`config.mk`:
```
export PLATFORM = sky130hd
export DESIGN_NAME = double_ended_queue
export DESIGN_NICKNAME = d
export VERILOG_FILES = /design/src/design/dq_pkg.sv /design/src/design/dq_ctrl.sv /design/src/design/dq_dp.sv /design/src/design/double_ended_queue.sv
export SDC_FILE = /design/constraint.sdc
export NUM_CORES = 1
export LEC_CHECK = 0
export BUFFER_PORTS_ARGS = -buffer_cell sky130_fd_sc_hd__buf_2
export CORE_MARGIN = 2
export CORE_UTILIZATION = 31
export DETAILED_ROUTE_END_ITERATION = 10
export SYNTH_ARGS = -nofsm -noshare
export SYNTH_HDL_FRONTEND = slang
export SYNTH_SLANG_ARGS = --single-unit
export TNS_END_PERCENT = 5
```
`constraint.sdc`:
```
create_clock -name aclk -period 6.3 [get_ports aclk]
set_input_delay 0 -clock aclk [delete_from_list [all_inputs] [get_ports aclk]]
set_output_delay 0 -clock aclk [all_outputs]
set_load 0.02 [all_outputs]
```
`src/design/dq_pkg.sv`:
```
// Shared types and constants for the double-ended queue.
// Used by dq_ctrl, dq_dp, double_ended_queue and tb_top; no dependencies.
`default_nettype none

package dq_pkg;

    localparam int DEPTH_DEF     = 16;
    localparam int WORD_BITS_DEF = 32;

    typedef enum logic [2:0] {
        REQ_PUSH_BACK  = 3'd0,
        REQ_POP_BACK   = 3'd1,
        REQ_PUSH_FRONT = 3'd2,
        REQ_POP_FRONT  = 3'd3,
        REQ_REVERSE    = 3'd4,
        REQ_CLEAR      = 3'd5
    } req_e_t;

    typedef enum logic [1:0] {
        ST_OK    = 2'd0,
        ST_EMPTY = 2'd1,
        ST_FULL  = 2'd2
    } status_e_t;

    typedef enum logic {
        S_IDLE = 1'b0,
        S_EXEC = 1'b1
    } state_e_t;

    // controller -> datapath
    typedef struct packed {
        logic take_req;
        logic exec;
    } dq_cmd_t;

    // datapath -> controller
    typedef struct packed {
        logic out_busy;
    } dq_stat_t;

endpackage

`default_nettype wire

```
`src/design/dq_ctrl.sv`:
```
// Request sequencer for the double-ended queue.
// Depends on dq_pkg for the state type and the command/status structs.
`default_nettype none

module dq_ctrl
    import dq_pkg::*;
(
    input  wire logic     aclk,
    input  wire logic     aresetn,
    input  wire logic     s_tvalid,
    output logic          s_tready,
    input  wire dq_stat_t stat,
    output dq_cmd_t       cmd
);

    state_e_t state_reg, state_next;

    always_ff @(posedge aclk) begin
        if (!aresetn) begin
            state_reg <= S_IDLE;
        end else begin
            state_reg <= state_next;
        end
    end

    always_comb begin
        state_next = state_reg;
        case (state_reg)
            S_IDLE: begin
                if (s_tvalid) state_next = S_EXEC;
            end
            S_EXEC: begin
                // wait until the result register can take the new item
                if (!stat.out_busy) state_next = S_IDLE;
            end
            default: state_next = S_IDLE;
        endcase
    end

    always_comb begin
        s_tready     = 1'b0;
        cmd.take_req = 1'b0;
        cmd.exec     = 1'b0;
        case (state_reg)
            S_IDLE: begin
                s_tready     = 1'b1;
                cmd.take_req = s_tvalid;
            end
            S_EXEC: begin
                cmd.exec = !stat.out_busy;
            end
            default: ;
        endcase
    end

endmodule

`default_nettype wire

```
`src/design/dq_dp.sv`:
```
// Datapath of the double-ended queue: ring store, end pointers and result register.
// Depends on dq_pkg for request/status codes and the command/status structs.
`default_nettype none

module dq_dp
    import dq_pkg::*;
#(
    parameter int DEPTH     = DEPTH_DEF,
    parameter int WORD_BITS = WORD_BITS_DEF,
    localparam int ADDR_BITS = $clog2(DEPTH),
    localparam int CNT_BITS  = $clog2(DEPTH + 1)
) (
    input  wire logic                   aclk,
    input  wire logic                   aresetn,
    input  wire dq_cmd_t                cmd,
    output dq_stat_t                    stat,
    input  wire logic [2:0]             req_type,
    input  wire logic [WORD_BITS-1:0]   push_value,
    input  wire logic                   m_tready,
    output logic                        m_valid,
    output logic [WORD_BITS-1:0]        popped_value,
    output logic [1:0]                  status,
    output logic [CNT_BITS-1:0]         entry_count
);

    localparam logic [ADDR_BITS:0]   DEPTH_W   = (ADDR_BITS + 1)'(DEPTH);
    localparam logic [ADDR_BITS-1:0] LAST_SLOT = ADDR_BITS'(DEPTH - 1);
    localparam logic [CNT_BITS-1:0]  FULL_CNT  = CNT_BITS'(DEPTH);

    logic [WORD_BITS-1:0] mem [DEPTH];

    logic [2:0]           req_reg;
    logic [WORD_BITS-1:0] val_reg;
    logic [ADDR_BITS-1:0] front_reg, front_next;
    logic [CNT_BITS-1:0]  count_reg, count_next;
    logic                 rev_reg, rev_next;

    logic                 valid_reg;
    logic [WORD_BITS-1:0] popped_reg;
    logic [1:0]           status_reg;
    logic [CNT_BITS-1:0]  cnt_out_reg;

    logic                 is_push, high_end;
    logic                 do_write, do_read;
    logic [1:0]           status_next;
    logic [CNT_BITS-1:0]  offset;
    logic [ADDR_BITS:0]   high_sum;
    logic [ADDR_BITS-1:0] high_slot, low_push_slot, addr;

    always_ff @(posedge aclk) begin
        if (cmd.take_req) begin
            req_reg <= req_type;
            val_reg <= push_value;
        end
    end

    assign is_push = req_reg inside {REQ_PUSH_BACK, REQ_PUSH_FRONT};

    // slot at the high end: front + count for a push, front + count - 1 for a pop
    always_comb begin
        offset    = is_push ? count_reg : count_reg - CNT_BITS'(1);
        high_sum  = (ADDR_BITS + 1)'(front_reg) + (ADDR_BITS + 1)'(offset[ADDR_BITS-1:0]);
        high_slot = (high_sum >= DEPTH_W) ? ADDR_BITS'(high_sum - DEPTH_W)
                                          : high_sum[ADDR_BITS-1:0];
        low_push_slot = (front_reg == '0) ? LAST_SLOT : front_reg - ADDR_BITS'(1);
    end

    always_comb begin
        high_end    = 1'b0;
        front_next  = front_reg;
        count_next  = count_reg;
        rev_next    = rev_reg;
        status_next = ST_OK;
        do_write    = 1'b0;
        do_read     = 1'b0;
        addr        = high_slot;
        case (req_e_t'(req_reg))
            REQ_PUSH_BACK, REQ_PUSH_FRONT: begin
                high_end = (req_reg == REQ_PUSH_BACK) ^ rev_reg;
                if (count_reg == FULL_CNT) begin
                    status_next = ST_FULL;
                end else begin
                    do_write   = 1'b1;
                    count_next = count_reg + CNT_BITS'(1);
                    if (!high_end) begin
                        addr       = low_push_slot;
                        front_next = low_push_slot;
                    end
                end
            end
            REQ_POP_BACK, REQ_POP_FRONT: begin
                high_end = (req_reg == REQ_POP_BACK) ^ rev_reg;
                if (count_reg == '0) begin
                    status_next = ST_EMPTY;
                end else begin
                    do_read    = 1'b1;
                    count_next = count_reg - CNT_BITS'(1);
                    if (!high_end) begin
                        addr       = front_reg;
                        front_next = (front_reg == LAST_SLOT) ? '0
                                                              : front_reg + ADDR_BITS'(1);
                    end
                end
            end
            REQ_REVERSE: rev_next = ~rev_reg;
            REQ_CLEAR: begin
                front_next = '0;
                count_next = '0;
                rev_next   = 1'b0;
            end
            default: ;
        endcase
    end

    always_ff @(posedge aclk) begin
        if (!aresetn) begin
            front_reg <= '0;
            count_reg <= '0;
            rev_reg   <= 1'b0;
        end else if (cmd.exec) begin
            front_reg <= front_next;
            count_reg <= count_next;
            rev_reg   <= rev_next;
        end
    end

    always_ff @(posedge aclk) begin
        if (cmd.exec && do_write) mem[addr] <= val_reg;
    end

    // registered read lands directly in the result register
    always_ff @(posedge aclk) begin
        if (cmd.exec) begin
            popped_reg  <= do_read ? mem[addr] : '0;
            status_reg  <= status_next;
            cnt_out_reg <= count_next;
        end
    end

    always_ff @(posedge aclk) begin
        if (!aresetn) begin
            valid_reg <= 1'b0;
        end else if (cmd.exec) begin
            valid_reg <= 1'b1;
        end else if (m_tready) begin
            valid_reg <= 1'b0;
        end
    end

    assign stat.out_busy = valid_reg && !m_tready;
    assign m_valid       = valid_reg;
    assign popped_value  = popped_reg;
    assign status        = status_reg;
    assign entry_count   = cnt_out_reg;

endmodule

`default_nettype wire

```
`src/design/double_ended_queue.sv`:
```
// Top level of the double-ended queue: stream ports, controller and datapath.
// Depends on dq_pkg, dq_ctrl and dq_dp.
//
//   channel | direction | tdata (low bit up)                 | tuser
//   s_      | in        | push_value                         | req_type
//   m_      | out       | popped_value, entry_count          | status
//
// A request is first taken into the request register; the update step then updates the ring
// and reads the store port into the result register.
// A result waiting in the output register does not block the next item being taken;
// the update step holds only while that register is still full.
// Reset (aresetn low, synchronous) empties the queue and clears the reverse flag.
// Store contents are not cleared.
`default_nettype none

module double_ended_queue
    import dq_pkg::*;
#(
    parameter int DEPTH     = DEPTH_DEF,
    parameter int WORD_BITS = WORD_BITS_DEF,
    localparam int CNT_BITS  = $clog2(DEPTH + 1),
    localparam int S_BYTES   = (WORD_BITS + 7) / 8,
    localparam int M_BYTES   = (WORD_BITS + CNT_BITS + 7) / 8
) (
    input  wire logic                 aclk,
    input  wire logic                 aresetn,
    input  wire logic                 s_tvalid,
    output logic                      s_tready,
    input  wire logic [S_BYTES*8-1:0] s_tdata,   // push_value
    input  wire logic [2:0]           s_tuser,   // req_type
    output logic                      m_tvalid,
    input  wire logic                 m_tready,
    output logic [M_BYTES*8-1:0]      m_tdata,   // popped_value, entry_count
    output logic [1:0]                m_tuser    // status
);

    dq_cmd_t              cmd;
    dq_stat_t             stat;
    logic [WORD_BITS-1:0] popped_value;
    logic [CNT_BITS-1:0]  entry_count;

    dq_ctrl u_ctrl (
        .aclk     (aclk),
        .aresetn  (aresetn),
        .s_tvalid (s_tvalid),
        .s_tready (s_tready),
        .stat     (stat),
        .cmd      (cmd)
    );

    dq_dp #(
        .DEPTH     (DEPTH),
        .WORD_BITS (WORD_BITS)
    ) u_dp (
        .aclk         (aclk),
        .aresetn      (aresetn),
        .cmd          (cmd),
        .stat         (stat),
        .req_type     (s_tuser),
        .push_value   (s_tdata[WORD_BITS-1:0]),
        .m_tready     (m_tready),
        .m_valid      (m_tvalid),
        .popped_value (popped_value),
        .status       (m_tuser),
        .entry_count  (entry_count)
    );

    assign m_tdata = (M_BYTES * 8)'({entry_count, popped_value});

endmodule

`default_nettype wire

```
==> metrics, run 1 <==
outcome finished, final reports clean; remaining antenna violation count 0; post-synthesis cell area 0.0240 mm²; Detailed Route WL 58200 µm; fill count 7168; min Tclk post-route 4.63 ns; Sink Count 598; CTS Buffer Depth 3; DRC errors left 0; hpwl dp 31800 µm; largest net degree at the start of global routing 225; post_cts resized 0; setup total negative slack 0 ns; clock root cell clkbuf_16; vias 14569; max cap viols 0; initial antenna violation count 1; worst path buffer plus inverter count 2; Core Rows 101; Worst Hold Class primary input to register; Worst Tran Pin Value 1.47 ns; Worst-path clk slew 0.06 ns; fin crit share 0.734; die span in x 282 µm; die area 0.0796 mm²; vias in the first global route 14409; Final setup viols 0; Worst path slowest cell edfxtp_1; clk_lat worst skew 0.63 ns; drt wl/cell 19.9 µm; post-DR vias/cell 4.97; Ys Warns 0; number of flip-flops under the largest register name 512; # nets final 1904; Static Leak 0.00961 µW; critical path arrival 4.97 ns; leading area contributor after synthesis edfxtp_1; Final Max Slew Viols 0; clock skew 0.0184 ns; top post-synthesis cells by area edfxtp_1 (73%), nand2_1 (8.4%), nand3_1 (2.8%), o2111ai_1 (2.3%), mux2i_1 (1.4%); layout cells sized above 1 0.131; Reg2Reg Setup Slack 1.67 ns; Crit path max-delay family simple AND/OR/NAND/NOR gates; number of synthesized flops with an enable pin 586; RSZ-0062 raised after global routing no; ANT cells 0; slowest stage delay, CP 0.65 ns; Slew headroom 0.0184; count of state elements after synthesis 598; num ports 83; critical path class register to register; cts bufs inserted 59; CP Launch Type register; most common flop cell mapped by yosys edfxtp_1; fin cells 2933; Area Growth Syn to Fin 17.0%; DR pass1 iterations 5; aggregate global-route resource usage 0.145; Die Span Y 282 µm; Post-synth top cells edfxtp_1 (586), nand2_1 (534), nand3_1 (133); final core utilization 0.368; Syn Area/Cell 13.7 µm²; CP cell instances or2_1 -> nand2_1 -> a21boi_0 -> ha_1 -> a21o_1 -> a21oi_1 -> xnor3_2 -> nor2_2 -> a2bb2oi_4 -> buf_4 -> nand3_1 -> nor2_4 -> buf_12; share of the synthesized area in the top cell type 0.734; Fin. Hold Viols 0; Placeable Area 0.0762 mm²; pre-CTS setup slack 1.72 ns; Async S/R FF share, synth 0; Critical Path Sink Type register; fmax 0.216 GHz; most frequent cell after synthesis edfxtp_1; Critical Path Fanout Max 33; CTS tree done; Initial Util 0.315; CP Data Required Time 6.64 ns; post-synthesis cell count 1752; PwrDens 350 mW/mm²; post-synthesis cell type count 73; fin worst setup slack 1.67 ns; Final GP Congestion 0.851; Cells after DPL 2786; port bufs 79; grt ovf 0; Peak VDD IR 291 µV; first-pass GRT wire length 87700 µm; initial DRC count 1435; register area share after synthesis 0.744; H-tree depth 2
## worst paths after layout
| check | end | start | cells past startpoint |
|---|---|---|---|
| hold reg to reg | u_dp.front_reg[1] | u_dp.front_reg[1] | 2 |
| setup reg to reg | u_dp.mem[3][5] | u_dp.req_reg[2] | 13 |
| setup / recovery | u_dp.mem[3][5] | u_dp.req_reg[2] | 13 |
| hold / removal | u_dp.val_reg[8] | s_tdata[8] | 2 |
## final cells by class
type / count / area [µm²] / share of cell area
flip-flops and latches: 598 / 17800 / 0.636
multi-input cells: 1026 / 5650 / 0.201
clock buffers: 74 / 1580 / 0.0562
well taps: 1030 / 1290 / 0.0459
repair buffers: 159 / 1180 / 0.0422
clock inverters: 33 / 469 / 0.0167
inverters: 13 / 48.8 / 0.00174
## stage by stage
step / hold slack (ns) / cell area (µm²) / total power, µW
CTS: 0.0454 / 28000 / 9890
finish: 0.0772 / 28000 / 9810
global route: 0.0752 / 28000 / 10200
floorplan: 0.0989 / 24000 / 5680
detailed placement: 0.178 / 25600 / 6140
global placement: 0.179 / 25600 / 6110
## timing repair
item                                   in CTS  in global routing
setup endpoints to repair                   0                  0
hold buffers                               40                  0
endpoints found under the hold margin      47                  0
buffers inserted                            0                  0
## metal layers
metal / global-route usage / share of wire
met1: 0.190 / 0.43
met4: 0.0507 / 0.028
met2: 0.242 / 0.48
met3: 0.0263 / 0.062
met5: 0 / 0
## power by group
group	internal [µW]	leakage (µW)	total, µW	switching [µW]
logic	462	0.00320	1550	1080
registers	4440	0.00543	4530	83.3
clock network	2220	0.000986	3730	1510
total	7130	0.00961	9810	2680
## cells by family (layout without fill, tap and decap cells)
family	Yosys count	in the layout	synth area share
multiplexers	36	36	0.0153
flip-flops	598	598	0.744
AO/OA/AOI/OAI	190	190	0.0642
buffers and inverters	130	279	0.0280
XOR/XNOR	7	7	0.00350
AND/OR/NAND/NOR	782	782	0.140
other	1	3	0.000156
adder cells (fa/ha/maj)	8	8	0.00449
## placed cells by master (no fill, tap or decap), types with 9 or more instances in the layout
master         instances
nand3_1              133
nand2_1              534
nor2_4                 9
a21oi_1               10
a32oi_1               32
mux2i_1               34
clkbuf_16             61
buf_4                 33
nand4_1               33
buf_2                 79
bufinv_16             11
clkbuf_1              13
nor2_1                19
o2111ai_1             64
inv_1                 12
edfxtp_1             586
o21ai_0               10
dfxtp_1               12
dlygate4sd3_1         40
a31oi_1               34
Power figures use the tool's default switching activity.
==> run 2, diff against run 1 <==
==> constraint.sdc (replaced) <==
create_clock -name aclk -period 4.1 [get_ports aclk]
set_input_delay 0 -clock aclk [delete_from_list [all_inputs] [get_ports aclk]]
set_output_delay 0 -clock aclk [all_outputs]
set_load 0.02 [all_outputs]
==> metrics, run 2 (same netlist as run 1, synthesis figures left out) <==
port bufs 79 (unchanged); initial DRC count 1193 (was 1435); grt ovf 0 (unchanged); CTS tree done (unchanged); Gate power share 0.171 (was 0.158); most frequent cells in the layout edfxtp_1 (586), nand2_1 (533), nand3_1 (133), buf_2 (79), clkbuf_16 (66) (was edfxtp_1 (586), nand2_1 (534), nand3_1 (133), buf_2 (79), o2111ai_1 (64)); setup total negative slack 0 ns (unchanged); Worst path depth 13 (unchanged); Core Rows 101 (unchanged); ANT cells 0 (unchanged); Crit path max-delay family compound AO/OA/AOI/OAI gates (was simple AND/OR/NAND/NOR gates); remaining antenna violation count 0 (unchanged); Fin. Hold Viols 0 (unchanged); drt wl/cell 19.4 µm (was 19.9 µm); CTS Buffer Depth 3 (unchanged); Crit Reg-Reg Startpoint u_dp.count_reg[0] (was u_dp.req_reg[2]); outcome finished, final reports clean (unchanged); vias in the first global route 14598 (was 14409); Peak VDD IR 317 µV (was 291 µV); HP Start s_tdata[29] (was s_tdata[8]); Int Power 10900 µW (was 7130 µW); Final setup viols 0 (unchanged); initial antenna violation count 0 (was 1); slowest stage delay, CP 0.45 ns (was 0.65 ns); hold depth 2 (unchanged); DR pass1 iterations 8 (was 5); Sink Count 598 (unchanged); Area Growth Syn to Fin 18.9% (was 17.0%); clock root cell clkbuf_16 (unchanged); clock skew 0.0227 ns (was 0.0184 ns); Worst path slowest cell dfxtp_1 (was edfxtp_1); critical path class register to register (unchanged); critical path arrival 4.15 ns (was 4.97 ns); worst path buffer plus inverter count 2 (unchanged); largest net degree at the start of global routing 77 (was 225); Worst-path clk slew 0.06 ns (about the same); fmax 0.258 GHz (was 0.216 GHz); fill count 7145 (was 7168); final core utilization 0.374 (was 0.368); switching pwr 4220 µW (was 2680 µW); Slew headroom 0.397 (was 0.0184); Worst Hold End u_dp.val_reg[29] (was u_dp.val_reg[8]); CP Data Required Time 4.38 ns (was 6.64 ns); min Tclk post-route 3.87 ns (was 4.63 ns); fin crit share 0.944 (was 0.734); max cap viols 0 (unchanged); Final GP Congestion 0.850 (was 0.851); Critical Path Sink Type register (unchanged); first-pass GRT wire length 87700 µm (about the same); Worst Hold Class primary input to register (unchanged); Detailed Route WL 57800 µm (was 58200 µm); DRC errors left 0 (unchanged); clk_lat worst skew 0.60 ns (was 0.63 ns); switch share 0.280 (was 0.273); Static Leak 0.00989 µW (was 0.00961 µW); CP cell instances inv_1 -> ha_1 -> nand2_1 -> a21boi_0 -> ha_1 -> a21o_1 -> a21oi_1 -> xnor3_2 -> nor2_2 -> a2bb2oi_4 -> nand2_1 -> nor3b_4 -> buf_4 (was or2_1 -> nand2_1 -> a21boi_0 -> ha_1 -> a21o_1 -> a21oi_1 -> xnor3_2 -> nor2_2 -> a2bb2oi_4 -> buf_4 -> nand3_1 -> nor2_4 -> buf_12); most common cell after layout, fill and taps aside edfxtp_1 (unchanged); CP Launch Type register (unchanged); # nets final 1945 (was 1904); PwrDens 529 mW/mm² (was 350 mW/mm²); Critical Path Fanout Max 13 (was 33); aggregate global-route resource usage 0.145 (about the same); vias 14684 (was 14569); Seq pwr share 0.461 (was 0.462); layout cells sized above 1 0.149 (was 0.131); num ports 83 (unchanged); RSZ-0062 raised after global routing no (unchanged); Reg2Reg Capture Point u_dp.mem[1][1] (was u_dp.mem[3][5]); power share of the clock group 0.368 (was 0.381); post-DR vias/cell 4.93 (was 4.97); H-tree depth 3 (was 2); number of flip-flops under the largest register name 512 (unchanged); Die Span Y 282 µm (unchanged); Reg2Reg Setup Slack 0.23 ns (was 1.67 ns); cts bufs inserted 66 (was 59); Register-to-Register Path Depth 13 (unchanged); hpwl dp 34700 µm (was 31800 µm); Final Max Slew Viols 0 (unchanged); Worst Tran Pin Value 0.902 ns (was 1.47 ns); die span in x 282 µm (unchanged); Initial Util 0.315 (unchanged); Placeable Area 0.0762 mm² (unchanged); die area 0.0796 mm² (unchanged)
==> run 2: changes by cell type in the layout (fill, tap and decap cells not counted), sizes merged <==
cell and change:
clkinv +12, clkbuf +4, inv +5, clkinvlp -2
buf +34, bufinv -8
==> run 2: power groups by stage <==
stage | Combinational [µW] | Clock, µW | Sequential (µW)
after floorplan | 1700 | 0 | 7050
after global routing | 2820 | 5930 | 6970
final | 2570 | 5550 | 6960
after CTS | 2600 | 5680 | 6960
after global placement | 2510 | 0 | 7080
after detailed placement | 2550 | 0 | 7090
==> run 2: cell type report <==
class | instances | area (µm²) | share of cell area
sequential | 598 | 17800 | 0.626
multi-input combinational | 1026 | 5710 | 0.200
clock buffer | 78 | 1700 | 0.0595
timing repair buffer | 193 | 1610 | 0.0564
tap | 1030 | 1290 | 0.0452
clock inverter | 40 | 320 | 0.0112
inverter | 13 | 48.8 | 0.00171
==> run 2: per-stage QoR <==
stage | setup slack, ns | hold slack [ns] | instances | power, µW | instance area, µm²
finish | 0.231 | 0.120 | 2978 | 15100 | 28500
global route | 0.0235 | 0.113 | 2978 | 15700 | 28500
CTS | 0.166 | 0.0931 | 2978 | 15200 | 28500
detailed placement | 0.206 | 0.179 | 2820 | 9640 | 26100
global placement | 0.302 | 0.180 | 2820 | 9600 | 26100
floorplan | -0.390 | 0.0989 | 1754 | 8750 | 24100
==> run 2: worst max-delay path by stage <==
stage,slack (ns),end,startpoint
detailed placement,0.21,u_dp.mem[5][5],u_dp.count_reg[0]
global placement,0.30,u_dp.mem[5][5],u_dp.count_reg[0]
CTS,0.17,u_dp.mem[5][7],u_dp.count_reg[0]
floorplan,-0.39,u_dp.mem[13][0],u_dp.req_reg[0]
global route,0.02,u_dp.mem[1][1],u_dp.count_reg[0]
finish,0.23,u_dp.mem[1][1],u_dp.count_reg[0]
==> run 2: what timing repair did <==
action                     4_1_cts  5_1_grt
resized for setup                0        3
setup endpoints to repair        0       76
setup buffers                    0        0
hold buffers                    40        0
hold endpoints to repair        61        0
==> run 2: metal layers <==
metal,GRT usage,share of wire,vias to the layer above
li1,-,-,6848
met1,0.193,0.44,7370
met2,0.245,0.50,392
met3,0.0226,0.051,74
met4,0.0423,0.017,0
met5,0,0,-
==> run 3, diff against run 2 <==
--- a/config.mk
+++ b/config.mk
@@ -5,6 +5,7 @@
 export SDC_FILE = /design/constraint.sdc
 export NUM_CORES = 1
 export LEC_CHECK = 0
+export ABC_AREA = 1
 export BUFFER_PORTS_ARGS = -buffer_cell sky130_fd_sc_hd__buf_2
 export CORE_MARGIN = 2
 export CORE_UTILIZATION = 31
==> metrics, run 3 <==
outcome finished, final reports clean (unchanged); DRC errors left 0 (unchanged); RSZ-0062 raised after global routing no (unchanged); most frequent cell after synthesis nand2_1 (was edfxtp_1); PwrDens 527 mW/mm² (was 529 mW/mm²); Worst Tran Pin Value 0.911 ns (was 0.902 ns); share of the synthesized area in the top cell type 0.684 (was 0.734); max cap viols 0 (unchanged); Detailed Route WL 69600 µm (was 57800 µm); Slew headroom 0.391 (was 0.397); CP Data Required Time 4.37 ns (was 4.38 ns); CTS Buffer Depth 3 (unchanged); Syn Area/Cell 10.8 µm² (was 13.7 µm²); Final Max Slew Viols 0 (unchanged); initial antenna violation count 0 (unchanged); CTS tree done (unchanged); port bufs 79 (unchanged); worst hold slack 0.105 ns (was 0.120 ns); vias 17834 (was 14684); first-pass GRT wire length 107000 µm (was 87700 µm); register area share after synthesis 0.693 (was 0.744); most common cell after layout, fill and taps aside nand2_1 (was edfxtp_1); hpwl dp 37300 µm (was 34700 µm); pre-CTS setup slack 0.529 ns (was 0.206 ns); Static Leak 0.0118 µW (was 0.00989 µW); Final setup viols 0 (unchanged); H-tree depth 3 (unchanged); Worst-path clk slew 0.06 ns (about the same); die area 0.0853 mm² (was 0.0796 mm²); Pwr Total 15900 µW (was 15100 µW); fin worst setup slack 0.494 ns (was 0.231 ns); fmax 0.277 GHz (was 0.258 GHz); min Tclk post-route 3.61 ns (was 3.87 ns); initial DRC count 1689 (was 1193); number of synthesized flops with an enable pin 586 (unchanged); grt ovf 0 (unchanged); Post-synth top cells nand2_1 (1129), edfxtp_1 (586), nand4_1 (258) (was edfxtp_1 (586), nand2_1 (534), nand3_1 (133)); Sink Count 598 (unchanged); ANT cells 0 (unchanged); Initial Util 0.313 (was 0.315); DR pass1 iterations 5 (was 8); Ys Warns 0 (unchanged); die span in x 292 µm (was 282 µm); post-DR vias/cell 4.96 (was 4.93); Critical Path Sink Type register (unchanged); most frequent cells in the layout nand2_1 (1129), edfxtp_1 (586), nand4_1 (258), buf_2 (79), nor2_1 (76) (was edfxtp_1 (586), nand2_1 (533), nand3_1 (133), buf_2 (79), clkbuf_16 (66)); largest net degree at the start of global routing 135 (was 77); Async S/R FF share, synth 0 (unchanged); setup total negative slack 0 ns (unchanged); remaining antenna violation count 0 (unchanged); Core Rows 105 (was 101); clk_lat worst skew 0.62 ns (was 0.60 ns); clock root cell clkbuf_16 (unchanged); Critical Path Fanout Max 21 (was 13); Peak VDD IR 421 µV (was 317 µV); critical path class register to register (unchanged); count of state elements after synthesis 598 (unchanged); critical path arrival 3.88 ns (was 4.15 ns); post-synthesis cell count 2392 (was 1752); CP Launch Type register (unchanged); vias in the first global route 17230 (was 14598); fin crit share 0.880 (was 0.944); Final GP Congestion 0.828 (was 0.850); cts bufs inserted 67 (was 66); Die Span Y 292 µm (was 282 µm); # nets final 2528 (was 1945); Area Growth Syn to Fin 17.0% (was 18.9%); most common flop cell mapped by yosys edfxtp_1 (unchanged); Placeable Area 0.0821 mm² (was 0.0762 mm²); aggregate global-route resource usage 0.162 (was 0.145); Fin. Hold Viols 0 (unchanged); layout cells sized above 1 0.109 (was 0.149); Worst Hold Class primary input to register (unchanged); top post-synthesis cells by area edfxtp_1 (68%), nand2_1 (16%), nand4_1 (6.3%), buf_2 (1.8%), nor2_1 (1.4%) (was edfxtp_1 (73%), nand2_1 (8.4%), nand3_1 (2.8%), o2111ai_1 (2.3%), mux2i_1 (1.4%)); num ports 83 (unchanged); number of flip-flops under the largest register name 512 (unchanged); drt wl/cell 19.3 µm (was 19.4 µm); post-synthesis cell type count 37 (was 73); leading area contributor after synthesis edfxtp_1 (unchanged); clock skew 0.0321 ns (was 0.0227 ns); post-synthesis cell area 0.0257 mm² (was 0.0240 mm²)
==> run 3: cell count changes in the layout (fill, tap and decap cells not counted), sizes merged, moves of 12 or more <==
| cell | before | now |
|---|---|---|
| a32oi | 33 | 0 |
| nand4 | 33 | 258 |
| o2111ai | 64 | 0 |
| nand2 | 535 | 1131 |
| buf | 153 | 141 |
| mux2i | 34 | 0 |
| nand3 | 134 | 32 |
| nor2 | 30 | 102 |
| a31oi | 34 | 3 |
| inv | 20 | 45 |
==> run 3: area by class of cell <==
type	instances	area [µm²]
Fill cell	7966	52000
Clock buffer	78	1740
Tap cell	1070	1340
Timing Repair Buffer	180	1580
Inverter	45	171
Sequential cell	598	17800
Multi-Input combinational cell	1589	7110
Clock inverter	38	335
==> run 3: through the flow <==
| step | area [µm²] | cells | utilization |
|---|---|---|---|
| after floorplan | 25700 | 2394 | - |
| after global placement | 27600 | 3443 | 0.337 |
| after detailed placement | 27600 | 3443 | 0.337 |
| after CTS | 30100 | 3598 | 0.367 |
| after global routing | 30100 | 3598 | 0.367 |
| final | 30100 | 3598 | 0.367 |
==> run 3: worst paths after layout <==
| check | slack (ns) | to | depth (start not counted) | startpoint |
|---|---|---|---|---|
| max reg2reg | 0.49 | u_dp.mem[10][18] | 18 | u_dp.req_reg[2] |
| max | 0.49 | u_dp.mem[10][18] | 18 | u_dp.req_reg[2] |
| min | 0.11 | u_dp.val_reg[21] | 2 | s_tdata[21] |
| min reg2reg | 0.56 | u_ctrl.state_reg | 2 | u_ctrl.state_reg |
==> run 3: worst max-delay path, cell delays in order, from the launching register on <==
cell      delay [ns]
edfxtp_1        0.50
nor2_2          0.33
inv_1           0.18
o21ai_0         0.22
ha_1            0.30
nand3_1         0.12
nand3_1         0.08
nand2_1         0.06
nand2_1         0.06
inv_1           0.05
nand2_1         0.07
nand2_1         0.09
nand2_1         0.05
nand2_1         0.07
nand3_1         0.25
nor2_4          0.20
inv_1           0.19
nor2_4          0.14
buf_4           0.32
==> run 3: repair_timing <==
item,in CTS,in global routing
hold buffers,39,0
buffers inserted,0,0
gates resized for setup,0,0
endpoints found under the hold margin,57,0
==> run 3: cells by family (layout without fill, tap and decap cells) <==
logic type / Yosys count / after routing / share of synthesized area
simple gates: 1526 / 1526 / 0.252
flops: 598 / 598 / 0.693
buf+inv: 207 / 341 / 0.0378
compound gates: 47 / 47 / 0.0106
fa+ha+maj: 8 / 8 / 0.00418
xor+xnor: 5 / 5 / 0.00170
other cells: 1 / 3 / 0.000146
==> run 3: report_power, final <==
part / switching (µW) / internal [µW]
clock network: 2460 / 3250
logic: 2230 / 924
registers: 137 / 6850
==> run 3: routing by layer <==
metal,vias to the layer above,GRT usage,part of all wire
li1,8471,-,-
met1,8721,0.216,0.44
met2,516,0.263,0.48
met4,0,0.0666,0.035
met3,126,0.0249,0.052
met5,-,0,0
